`src/rtl/core/stc_pkg.sv`:
```
// stc_pkg: types and constants shared by the space-run-to-tab compressor.
// No dependencies.
`timescale 1ns / 1ps

package stc_pkg;

   localparam logic [7:0] CH_SPACE    = 8'h20;
   localparam logic [7:0] CH_TAB      = 8'h09;
   localparam logic       KIND_CHAR   = 1'b0;
   localparam logic       KIND_STATUS = 1'b1;
   localparam logic [31:0] STATUS_EMPTY = 32'hFFFF_FFFF;
   localparam logic [30:0] TAB_LIMIT    = 31'h7FFF_FFFF;
   localparam logic [6:0]  GROUP_MAX    = 7'd64;

   // stream state carried between transactions
   typedef struct packed {
      logic [5:0]  pending;
      logic [30:0] tabs;
      logic        seen;
      logic        stopped;
   } stream_state_type;

   // work left over from one input transaction: a run of spaces, then one item
   typedef struct packed {
      logic        valid;
      logic [5:0]  spaces;
      logic        kind;
      logic [7:0]  data_byte;
      logic [31:0] status;
   } job_type;

endpackage

```
`src/rtl/core/stc_step.sv`:
```
// stc_step: single-pass decode of one input transaction into the next stream
// state and the job of results it causes. Depends on stc_pkg.
`timescale 1ns / 1ps

module stc_step (
   input  stc_pkg::stream_state_type state,
   input  logic [6:0]                group_size,
   input  logic [7:0]                in_byte,
   input  logic                      end_of_input,
   output stc_pkg::stream_state_type state_next,
   output stc_pkg::job_type          job
);
   import stc_pkg::*;

   logic [6:0]  run_count;
   logic [31:0] status_now;

   assign run_count  = {1'b0, state.pending} + 7'd1;
   assign status_now = state.seen ? {1'b0, state.tabs} : STATUS_EMPTY;

   always_comb begin
      state_next     = state;
      job.valid      = 1'b0;
      job.spaces     = 6'd0;
      job.kind       = KIND_CHAR;
      job.data_byte  = 8'd0;
      job.status     = 32'd0;
      if (!state.stopped) begin
         if (end_of_input) begin
            job.valid          = 1'b1;
            job.spaces         = state.pending;
            job.kind           = KIND_STATUS;
            job.status         = status_now;
            state_next.pending = 6'd0;
            state_next.tabs    = 31'd0;
            state_next.seen    = 1'b0;
         end else if (in_byte[7]) begin
            // non-ASCII counts as a byte, so the status is never the empty code
            job.valid          = 1'b1;
            job.spaces         = state.pending;
            job.kind           = KIND_STATUS;
            job.status         = {1'b0, state.tabs};
            state_next.pending = 6'd0;
            state_next.seen    = 1'b1;
            state_next.stopped = 1'b1;
         end else if (in_byte == CH_SPACE) begin
            state_next.seen = 1'b1;
            if (run_count >= group_size) begin
               job.valid          = 1'b1;
               job.data_byte      = CH_TAB;
               state_next.pending = 6'd0;
               if (state.tabs != TAB_LIMIT) begin
                  state_next.tabs = state.tabs + 31'd1;
               end
            end else begin
               state_next.pending = run_count[5:0];
            end
         end else begin
            job.valid          = 1'b1;
            job.spaces         = state.pending;
            job.data_byte      = in_byte;
            state_next.pending = 6'd0;
            state_next.seen    = 1'b1;
         end
      end
   end

endmodule

```
`src/rtl/core/space_run_to_tab_compressor_unit.sv`:
```
// The first result comes in the cycle after the input transaction; a byte that
// ends a run of N pending spaces gives N+1 results, one per unstalled cycle.
// Throughput: one input per cycle with no flush or output stall; a flush holds
// req_tready low until the job register has emitted all but its last result.
// Reset (synchronous): clears stream state, halt flag and job; group size 4.
`timescale 1ns / 1ps

module space_run_to_tab_compressor_unit (
   input  logic        clock,
   input  logic        reset,
   input  logic        req_tvalid,
   output logic        req_tready,
   input  logic [7:0]  req_tdata,   // [7:0] in_byte
   input  logic        req_tlast,   // end_of_input
   output logic        rsp_tvalid,
   input  logic        rsp_tready,
   output logic [39:0] rsp_tdata,   // [7:0] out_byte, [39:8] final_status
   output logic        rsp_tuser,   // item_kind
   output logic        rsp_tlast,   // last_of_run
   input  logic        csr_wr_en,
   input  logic [6:0]  csr_wr_data  // spaces_per_tab
);
   import stc_pkg::*;

   logic [6:0]       group_ff, group_in;
   logic [6:0]       group_size;
   stream_state_type state_ff, state_in, state_step;
   job_type          job_ff, job_in, job_step;
   logic             req_fire, rsp_fire, job_on_last;

   assign job_on_last = (job_ff.spaces == 6'd0);
   assign req_tready  = !job_ff.valid || (rsp_tready && job_on_last);
   assign req_fire    = req_tvalid && req_tready;
   assign rsp_fire    = rsp_tvalid && rsp_tready;

   always_comb begin
      if (group_ff == 7'd0) begin
         group_size = 7'd1;
      end else if (group_ff > GROUP_MAX) begin
         group_size = GROUP_MAX;
      end else begin
         group_size = group_ff;
      end
   end

   stc_step u_step (
      .state        (state_ff),
      .group_size   (group_size),
      .in_byte      (req_tdata),
      .end_of_input (req_tlast),
      .state_next   (state_step),
      .job          (job_step)
   );

   always_comb begin
      group_in = csr_wr_en ? csr_wr_data : group_ff;
      state_in = req_fire ? state_step : state_ff;
      job_in   = job_ff;
      if (rsp_fire) begin
         if (job_on_last) begin
            job_in.valid = 1'b0;
         end else begin
            job_in.spaces = job_ff.spaces - 6'd1;
         end
      end
      if (req_fire) begin
         job_in = job_step;
      end
   end

   always_ff @(posedge clock) begin
      if (reset) begin
         group_ff <= 7'd4;
         state_ff <= '0;
         job_ff   <= '0;
      end else begin
         group_ff <= group_in;
         state_ff <= state_in;
         job_ff   <= job_in;
      end
   end

   // leading spaces of a flush first, then the job's own item
   assign rsp_tvalid = job_ff.valid;
   assign rsp_tdata  = job_on_last ? {job_ff.status, job_ff.data_byte}
                                   : {32'd0, CH_SPACE};
   assign rsp_tuser  = job_on_last ? job_ff.kind : KIND_CHAR;
   assign rsp_tlast  = job_on_last;

endmodule

```
`config.mk`:
```
export PLATFORM = sky130hd
export DESIGN_NAME = space_run_to_tab_compressor_unit
export DESIGN_NICKNAME = d
export VERILOG_FILES = /design/src/rtl/core/stc_pkg.sv /design/src/rtl/core/stc_step.sv /design/src/rtl/core/space_run_to_tab_compressor_unit.sv
export SDC_FILE = /design/constraint.sdc
export NUM_CORES = 1
export LEC_CHECK = 0
export BUFFER_PORTS_ARGS = -buffer_cell sky130_fd_sc_hd__buf_2
export CAP_MARGIN = 20
export CORE_UTILIZATION = 50
export CTS_BUF_LIST = sky130_fd_sc_hd__clkbuf_2
export DETAILED_ROUTE_END_ITERATION = 6
export PLACE_DENSITY = 0.71
export SLEW_MARGIN = 20
export SYNTH_ARGS = -nofsm -noshare
export SYNTH_HDL_FRONTEND = slang
export SYNTH_SLANG_ARGS = --single-unit
export TNS_END_PERCENT = 100
```
`constraint.sdc`:
```
create_clock -name clock -period 7.75 [get_ports clock]
set_input_delay 0.775 -clock clock [delete_from_list [all_inputs] [get_ports clock]]
set_output_delay 0.775 -clock clock [all_outputs]
set_load 0.01 [all_outputs]
```
==> results.cfg, run 1 <==
[final_layout]
nNetsFinal = 685
final_cell_area_mm2 = 0.00532
fill_cells = 935
drive_gt1_share_pct = 15.2
syn2layout_area_growth_pct = 10.4
antennaDiodeCount = 0
finalNonFillerCells = 788

[clock_tree]
cts_made_buffers = 9
numClockSinks = 93
cts_setup_buffers = 0
clk_latency_ns = 0.58
cts_hold_buf = 0
tritoncts = built
htree_num_levels = 3
cts_resized = 0
cts-root-buf = clkbuf_2
clockBufferDepth = 2
clk_pin_slew_ns = 0.25

[yosys]
synth-edff-count = 0
netlist_instances = 615
synth_xor_area_share_pct = 0.727
synthAdderAreaFrac_pct = 2.60
synth_warnings = 0
avgSynthCellArea_um2 = 7.84
ys_seq_area_share_pct = 38.6
async_flop_share_pct = 0
synth_mux_area_share_pct = 2.31
ys_types = 65
synth-compound-area-share_pct = 21.0
synth_top_family_by_area = simple AND/OR/NAND/NOR gates
synth.cell_area_mm2 = 0.00482
syn_nets = 646
synth_ff_type = dfxtp_1
ys_seq_elements = 93
synthSimpleGateAreaFrac_pct = 30.2

[timing]
fmax_ghz = 0.280
finalMaxSlewViolations = 0
relSlewSlack_pct = 27.5
hold_violations = 0
setup_viol = 0
finClkSkew_ns = 0.0381
final.period_utilization_pct = 46.1
tns_ns = 0
worst_slew_pin_slew_ns = 1.08
fin_crit_ns = 3.57
rsz0062_at_grt = false

[min_path]
hp-class = in2reg
min_to = group_ff[2]$_SDFFE_PP1P_
whs_path_depth = 2
min-delay-start = csr_wr_data[2]

[critical_path]
reg2reg_from = state_ff[33]$_SDFFE_PP0P_
crit_type = reg2reg
ff2ff_path_depth = 9
r2r_setup_slack_ns = 4.18
r2r-end = state_ff[26]$_SDFFE_PP0P_
path_cells = ha_1 -> nand3_1 -> xnor2_1 -> ha_1 -> nand4_1 -> o21bai_1 -> nand4_1 -> or4_1 -> o21ai_0
critPathLaunchType = register
cp_slowest_cell = nand4_1
crit_path_end_kind = register
worstPathArrival_ns = 4.08
cp_data_required_time_ns = 8.26
slowest_delay_ns = 0.79
critPathMaxFanout = 16

[routing]
drtIter0Drc = 218
m1WireLength_um = 5360
wirelength_um = 11800
firstDrtPassIters = 4
via_count = 4600
wl_met3_um = 485
top_layer = met4
vias_per_cell = 5.84
wl_met2_um = 5680
ant_nets = 0
drc_errors = 0
post_drt_wl_per_cell_um = 15.0

[floorplanning]
row_count = 35
num_io_pins = 65
fp.dieH_um = 100
die-area_mm2 = 0.0100
coreArea_mm2 = 0.00928
start_util_pct = 51.9
fp.dieW_um = 100

[grt]
antenna_found_initial = 0
grt_usage_pct = 24.7
grt_pass1_wl_um = 19900
grt_overflow = 0
grt_pass1_vias = 4285
grt_max_degree = 70

[power]
p_leak_nw = 2.11
peakVddDrop_mv = 0.0942
p_per_area_mw_per_mm2 = 190

[place]
place_inst = 772
port_buffers = 63
dpl.hpwl_um = 8140
place.gp.congestion = 0.873
post_dp_cell_area_mm2 = 0.00517

[status]
status = finished clean

[job]
maxCapViolations = 0
[through the flow]
stage               total power [mW]  hold slack, ns  util [%]  setup WS, ns
floorplan                      0.677           0.427         -          5.23
detailed placement             0.743           0.440      55.7          3.94
global placement               0.737           0.434      55.7          4.08
global route                    1.07           0.392      57.3          3.95
CTS                             1.02           0.382      57.3          4.30
finish                          1.01           0.417      57.3          4.18
[area by class of cell]
type	count	area (um2)	share of cell area [%]
clock buffers	9	45.0	0.846
repair buffers	67	345	6.49
multi-input cells	469	2760	51.8
flip-flops and latches	93	1860	35.0
inverters	14	52.6	0.987
clock inverters	7	98.8	1.86
well taps	129	161	3.03
[synthesized netlist by cell type, drive strengths merged (8+ instances only)]
| cell type | instances | area [um2] |
|---|---|---|
| inv | 14 | 52.6 |
| or3 | 8 | 50.1 |
| dfxtp | 93 | 1860 |
| and2 | 45 | 282 |
| a21oi | 54 | 270 |
| nor2 | 42 | 165 |
| nand3 | 27 | 135 |
| mux2i | 10 | 100 |
| o21ai | 51 | 255 |
| buf | 10 | 51.3 |
| nand4 | 18 | 113 |
| a22oi | 11 | 82.6 |
| nand2 | 80 | 300 |
| ha | 10 | 125 |
| nor3 | 15 | 80.1 |
| clkbuf | 29 | 110 |
[logic make-up (layout without fill, tap and decap cells)]
family	Yosys count	in the layout
flops	93	93
compound gates	165	165
fa+ha+maj	10	10
simple gates	278	278
xor+xnor	4	4
other cells	1	1
buf+inv	53	97
mux	11	11
[registers in the layout (all words and copies together), names as in the netlist]
name        cells
group_ff        7
state_ff       39
rsp_tvalid      1
job_ff         46
[cells in the final DEF (no fill, tap or decap), types with 3 or more instances in the layout]
cell type,count
a22oi_1,11
o211ai_1,5
mux2i_1,10
a211oi_1,3
nor3_1,14
a21o_1,6
o22ai_1,3
nor4_1,5
nor2b_1,4
buf_2,63
a21oi_1,54
nand2_1,80
and3_1,7
or3_1,8
inv_1,14
nor2_1,38
or4_1,6
a31oi_1,5
dfxtp_1,93
nand4_1,18
ha_1,10
nand3_1,27
nand2b_1,4
clkbuf_2,9
o21ai_0,49
and4_1,4
buf_4,4
and2_1,45
o31ai_1,6
o311ai_0,4
[worst max-delay path by stage]
stage / from / endpoint / cells past startpoint
floorplan: state_ff[33]$_SDFFE_PP0P_ / state_ff[23]$_SDFFE_PP0P_ / 10
global placement: reset / state_ff[26]$_SDFFE_PP0P_ / 6
detailed placement: reset / state_ff[26]$_SDFFE_PP0P_ / 6
CTS: state_ff[33]$_SDFFE_PP0P_ / state_ff[26]$_SDFFE_PP0P_ / 9
global route: state_ff[33]$_SDFFE_PP0P_ / state_ff[26]$_SDFFE_PP0P_ / 9
finish: state_ff[33]$_SDFFE_PP0P_ / state_ff[26]$_SDFFE_PP0P_ / 9
[power by group]
part	internal [mW]	total, mW	switching [mW]
logic	0.0760	0.212	0.136
registers	0.504	0.521	0.0164
clock network	0.108	0.281	0.172
[critical path: cells and delay by family, from the launching register on]
family / cells / cell delay, ns
AOI/OAI and AO/OA: 2 / 0.53
and+or+nand+nor: 4 / 1.74
adders and majority gates: 2 / 0.57
xor gates and xnor gates: 1 / 0.18
DFF: 1 / 0.49
[layer usage]
metal	GRT usage, %	vias to the layer above
li1	-	2282
met2	41.8	132
met5	0	-
met1	31.6	2164
met4	10.9	0
met3	2.99	22
Power figures use the tool's default switching activity.
==> run 2, diff against run 1 <==
--- a/config.mk
+++ b/config.mk
@@ -5,12 +5,13 @@
 export SDC_FILE = /design/constraint.sdc
 export NUM_CORES = 1
 export LEC_CHECK = 0
+export ABC_AREA = 1
 export BUFFER_PORTS_ARGS = -buffer_cell sky130_fd_sc_hd__buf_2
 export CAP_MARGIN = 20
 export CORE_UTILIZATION = 50
 export CTS_BUF_LIST = sky130_fd_sc_hd__clkbuf_2
 export DETAILED_ROUTE_END_ITERATION = 6
-export PLACE_DENSITY = 0.71
+export PLACE_DENSITY = 0.7
 export SLEW_MARGIN = 20
 export SYNTH_ARGS = -nofsm -noshare
 export SYNTH_HDL_FRONTEND = slang
==> constraint.sdc (replaced) <==
create_clock -name clock -period 3.6 [get_ports clock]
set_input_delay 0.36 -clock clock [delete_from_list [all_inputs] [get_ports clock]]
set_output_delay 0.36 -clock clock [all_outputs]
set_load 0.01 [all_outputs]
==> run 2 against run 1 <==
  * Clock power grew 110%
  * Die area grew 12%
  * Synthesized area grew 12%
  * Setup slack lost 3.5 ns
  * Register-to-register slack lost 3.5 ns
  * Critical path depth grew 6
  * Cell count grew 34%
  * Global-route usage grew 0.14 points
  * Largest power group unchanged
  * Critical path type unchanged
==> results.cfg, run 2 <==
[critical_path]
crit_path_end_kind = register
critPathLaunchType = register
worstPathArrival_ns = 3.34
cp_data_required_time_ns = 4.03
crit_type = reg2reg
critPathMaxFanout = 47

[timing]
relSlewSlack_pct = 36.6
hold_violations = 0
tns_ns = 0
rsz0062_at_grt = false
worst_slew_pin_slew_ns = 0.950
setup_viol = 0
whs_ns = 0.0936
final.period_utilization_pct = 80.9
finalMaxSlewViolations = 0
fmax_ghz = 0.343
fin_crit_ns = 2.91
finClkSkew_ns = 0.0332

[final_layout]
nNetsFinal = 947
final_cell_mix = 215 x nand2_1, 138 x nor2_1, 102 x inv_1
largest_reg_flops = 46
fill_cells = 1070
reg.largest.list = job_ff (46), state_ff (39), group_ff (7)
antennaDiodeCount = 0
syn2layout_area_growth_pct = 10.7
drive_gt1_share_pct = 12.3
largest-register = job_ff
finalNonFillerCells = 1057
final_common_cell = nand2_1

[yosys]
ys_types = 36
async_flop_share_pct = 0
ys_seq_area_share_pct = 34.4
synth_top_area_share_pct = 34.4
netlist_instances = 864
yosysTopAreaCell = dfxtp_1
ys_seq_elements = 93
avgSynthCellArea_um2 = 6.26
netlist_top_cells_count = 215 x nand2_1, 138 x nor2_1, 102 x inv_1, 93 x dfxtp_1, 84 x a21oi_1
synth_ff_type = dfxtp_1
synth_warnings = 0
synth_area_leaders = dfxtp_1 34%, nand2_1 15%, nor2_1 9.6%
yosysMostFrequentCell = nand2_1
synth.cell_area_mm2 = 0.00541
syn_nets = 895
synth-edff-count = 0

[clock_tree]
cts-root-buf = clkbuf_2
numClockSinks = 93
cts_made_buffers = 9
clk_pin_slew_ns = 0.22
tritoncts = built
htree_num_levels = 3
cts_setup_buffers = 0
cts_resized = 0
clk_latency_ns = 0.56
clockBufferDepth = 2

[min_path]
hp-class = in2reg

[place]
place.gp.congestion = 0.918
place_inst = 1030
dpl.hpwl_um = 9390
port_buffers = 63

[routing]
via_count = 5468
post_drt_wl_per_cell_um = 12.4
vias_per_cell = 5.17
drc_errors = 0
ant_nets = 0
firstDrtPassIters = 5
wirelength_um = 13200
drtIter0Drc = 432

[floorplanning]
die-area_mm2 = 0.0112
coreArea_mm2 = 0.0104
row_count = 37
fp.dieH_um = 106
start_util_pct = 51.9
fp.dieW_um = 106
num_io_pins = 65

[grt]
antenna_found_initial = 0
grt_overflow = 0
grt_pass1_vias = 4976
grt_usage_pct = 24.8
grt_pass1_wl_um = 22800
grt_max_degree = 63

[status]
status = finished clean

[job]
maxCapViolations = 0

[power]
p_total_mw = 2.17
p_per_area_mw_per_mm2 = 362
p_leak_nw = 2.48
peakVddDrop_mv = 0.183
run 2: cell count changes after synthesis, sizes merged, moves of 8 or more:
| cell | previous run | this run |
|---|---|---|
| a21oi | 54 | 84 |
| a22oi | 11 | 0 |
| and2 | 45 | 0 |
| buf | 10 | 21 |
| clkbuf | 29 | 20 |
| inv | 14 | 106 |
| mux2i | 10 | 0 |
| nand2 | 80 | 219 |
| nand3 | 27 | 74 |
| nand4 | 18 | 2 |
| nor2 | 42 | 145 |
| nor3 | 15 | 6 |
| or3 | 8 | 0 |
| xor2 | 2 | 12 |
run 2: metrics by stage:
| step | instance area (um2) | worst slack (ns) | util [%] |
|---|---|---|---|
| floorplan | 5410 | 1.37 | - |
| global placement | 5740 | 0.879 | 55.1 |
| detailed placement | 5740 | 0.718 | 55.1 |
| CTS | 5930 | 0.689 | 56.9 |
| global route | 5980 | 0.370 | 57.4 |
| finish | 5980 | 0.688 | 57.4 |
run 2: repair_timing:
item | 4_1_cts | 5_1_grt
endpoints found under the setup margin | 0 | 0
hold buffers | 6 | 5
endpoints found under the hold margin | 6 | 5
run 2: logic make-up after synthesis:
kind of cell               share of synthesized area (%)
AOI/OAI and AO/OA                                   14.1
xor gates and xnor gates                            2.11
adders and majority gates                           2.31
buffers and inverters                               11.4
DFF                                                 34.4
other                                             0.0694
and+or+nand+nor                                     35.5
run 2: path summary, 6_finish.rpt:
path / startpoint / end / slack, ns / depth (start not counted)
max: state_ff[33]$_SDFFE_PP0P_ / state_ff[8]$_SDFFE_PP0P_ / 0.69 / 15
min: csr_wr_en / group_ff[2]$_SDFFE_PP1P_ / 0.09 / 3
max reg2reg: state_ff[33]$_SDFFE_PP0P_ / state_ff[8]$_SDFFE_PP0P_ / 0.69 / 15
min reg2reg: job_ff[4]$_SDFFE_PP0P_ / job_ff[4]$_SDFFE_PP0P_ / 0.48 / 2
run 2: layout make-up:
| cell class | count | area, um2 | area share [%] |
|---|---|---|---|
| flip-flops and latches | 93 | 1860 | 31.1 |
| clock buffers | 12 | 60.1 | 1.00 |
| repair buffers | 82 | 485 | 8.12 |
| well taps | 136 | 170 | 2.84 |
| inverters | 108 | 405 | 6.78 |
| clock inverters | 4 | 72.6 | 1.21 |
| multi-input cells | 622 | 2930 | 48.9 |
run 2: metal layers:
layer	share of wire, %	track usage (%)	vias to the layer above
met5	0	0	-
met4	1.0	6.75	0
met3	4.3	4.48	16
met2	47	41.1	133
met1	48	33.2	2493
li1	-	-	2826
run 2: critical path: stages (launching register included):
cell	delay, ns
dfxtp_1	0.49
ha_1	0.22
nand3_1	0.13
xor2_1	0.16
inv_1	0.08
ha_1	0.30
nand2_1	0.06
a21oi_1	0.13
nor2_1	0.08
nand3_1	0.07
nand2_1	0.06
nor2_2	0.09
buf_4	0.41
nand2_2	0.29
nand2_1	0.13
a21oi_1	0.07
run 2: power breakdown:
group	total, mW	internal, mW	switching (mW)
combinational	0.451	0.148	0.303
clock	0.587	0.238	0.349
sequential	1.13	1.09	0.0412
total	2.17	1.47	0.694
==> run 3, diff against run 2 <==
==> constraint.sdc (replaced) <==
create_clock -name clock -period 2.8 [get_ports clock]
set_input_delay 0.28 -clock clock [delete_from_list [all_inputs] [get_ports clock]]
set_output_delay 0.28 -clock clock [all_outputs]
set_load 0.01 [all_outputs]
==> run 3 against run 2 <==
  * Count of clock-buffer cells in the layout down 3
  * Fmax up 14%
  * Cell count up 0.38%
  * Sequential share of layout area down 0.30 points
  * First-iteration DRC count down 21%
  * Total power up 24%
  * Highest routed layer unchanged
  * Wire length down 1.8%
==> results.cfg, run 3 (synthesis gave the netlist of run 2 again) <==
[status]
status = finished clean

[routing]
drtIter0Drc = 340
firstDrtPassIters = 5
post_drt_wl_per_cell_um = 12.2
drc_errors = 0
via_count = 5449
ant_nets = 0
wirelength_um = 12900
vias_per_cell = 5.14

[final_layout]
multi_input_area_mm2 = 0.00294
final_cell_mix = 215 x nand2_1, 138 x nor2_1, 102 x inv_1
fill_cells = 1103
regArea_mm2 = 0.00186
syn2layout_area_growth_pct = 11.8
largest-register = job_ff
nNetsFinal = 952
antennaDiodeCount = 0
reg.largest.list = job_ff (46), state_ff (39), group_ff (7)
drive_gt1_share_pct = 12.2
largest_reg_flops = 46
final_common_cell = nand2_1
finalNonFillerCells = 1061

[floorplanning]
start_util_pct = 51.9
fp.dieH_um = 106
row_count = 37
die-area_mm2 = 0.0112
num_io_pins = 65
coreArea_mm2 = 0.0104
fp.dieW_um = 106

[job]
maxCapViolations = 0

[place]
place.gp.congestion = 0.944
port_buffers = 63
dpl.hpwl_um = 9260
place_inst = 1032

[power]
p_leak_nw = 2.51
power_frac_comb_pct = 22.2
p_per_area_mw_per_mm2 = 445
peakVddDrop_mv = 0.256
switching_share_pct = 33.2
netSwitchingPower_mw = 0.894
intPower_mw = 1.80
p_seq_share_pct = 53.9
clockPowerShare_pct = 23.9

[timing]
fin_crit_ns = 2.55
relSlewSlack_pct = 33.9
hold_violations = 0
worst_slew_pin_slew_ns = 0.990
finalMaxSlewViolations = 0
fmax_ghz = 0.393
final.period_utilization_pct = 90.9
rsz0062_at_grt = false
tns_ns = 0
finClkSkew_ns = 0.0377
setup_viol = 0

[critical_path]
critPathMaxFanout = 22
critPathLaunchType = register
worstPathArrival_ns = 3.04
cp_data_required_time_ns = 3.30
crit_type = reg2reg
crit_path_end_kind = register

[clock_tree]
cts_setup_buffers = 0
clockBufferDepth = 2
clk_pin_slew_ns = 0.24
cts_made_buffers = 9
htree_num_levels = 3
cts-root-buf = clkbuf_2
tritoncts = built
numClockSinks = 93
clk_latency_ns = 0.58

[grt]
grt_max_degree = 63
grt_pass1_vias = 4913
antenna_found_initial = 0
grt_pass1_wl_um = 22300
grt_usage_pct = 24.3
grt_overflow = 0

[min_path]
hp-class = in2reg
[run 3: critical path: stages, from the launching register on]
cell and delay (ns):
dfxtp_2 0.44, ha_1 0.20, nand3_1 0.12, xor2_1 0.16, inv_1 0.08, ha_1 0.30
nand2_1 0.05, a21oi_1 0.12, nor2_1 0.08, nand3_1 0.07, nand2_1 0.10, nor2_4 0.29
buf_12 0.20, nand3_1 0.09, a21oi_1 0.15
[run 3: timing repair]
| item | CTS | global route |
|---|---|---|
| hold endpoints to repair | 13 | 0 |
| resized for setup | 0 | 3 |
| hold buffers | 14 | 0 |
| setup endpoints to repair | 0 | 28 |
[run 3: cell type report]
class	instances	share of cell area (%)
multi-input combinational	622	48.6
timing repair buffer	87	9.40
inverter	108	6.71
clock buffer	9	0.745
tap	136	2.82
sequential	93	30.8
clock inverter	6	0.911
[run 3: metal layers]
layer / routed length, um / vias to the layer above / GRT usage [%]
li1: - / 2822 / -
met1: 6460 / 2445 / 33.4
met4: 147 / 0 / 7.04
met3: 708 / 15 / 3.68
met2: 5600 / 167 / 39.4
met5: 0 / - / 0
[run 3: power groups by stage]
stage                     sequential (mW)  clock, mW  combinational (mW)
after global placement               1.47          0               0.567
after detailed placement             1.47          0               0.580
after floorplan                      1.46          0               0.437
final                                1.45      0.642               0.599
after CTS                            1.45      0.657               0.597
after global routing                 1.46      0.705               0.676
[run 3: metrics by stage]
stage | worst slack [ns] | hold slack (ns) | instance area [um2] | util, % | total power [mW]
after floorplan | 0.573 | 0.402 | 5410 | - | 1.90
after global placement | 0.259 | 0.453 | 5790 | 55.6 | 2.04
after detailed placement | 0.0601 | 0.455 | 5790 | 55.6 | 2.06
after CTS | 0.00380 | 0.00677 | 6030 | 57.9 | 2.70
after global routing | 0.0646 | 0.0375 | 6040 | 58.0 | 2.84
final | 0.254 | 0.0238 | 6040 | 58.0 | 2.69
[run 3: final timing paths]
check,start,to,slack [ns],cells past startpoint
max,state_ff[33]$_SDFFE_PP0P_,state_ff[9]$_SDFFE_PP0P_,0.25,14
min,csr_wr_en,group_ff[5]$_SDFFE_PP0P_,0.02,3
max reg2reg,state_ff[33]$_SDFFE_PP0P_,state_ff[9]$_SDFFE_PP0P_,0.25,14
min reg2reg,job_ff[6]$_SDFFE_PP0P_,job_ff[6]$_SDFFE_PP0P_,0.48,2
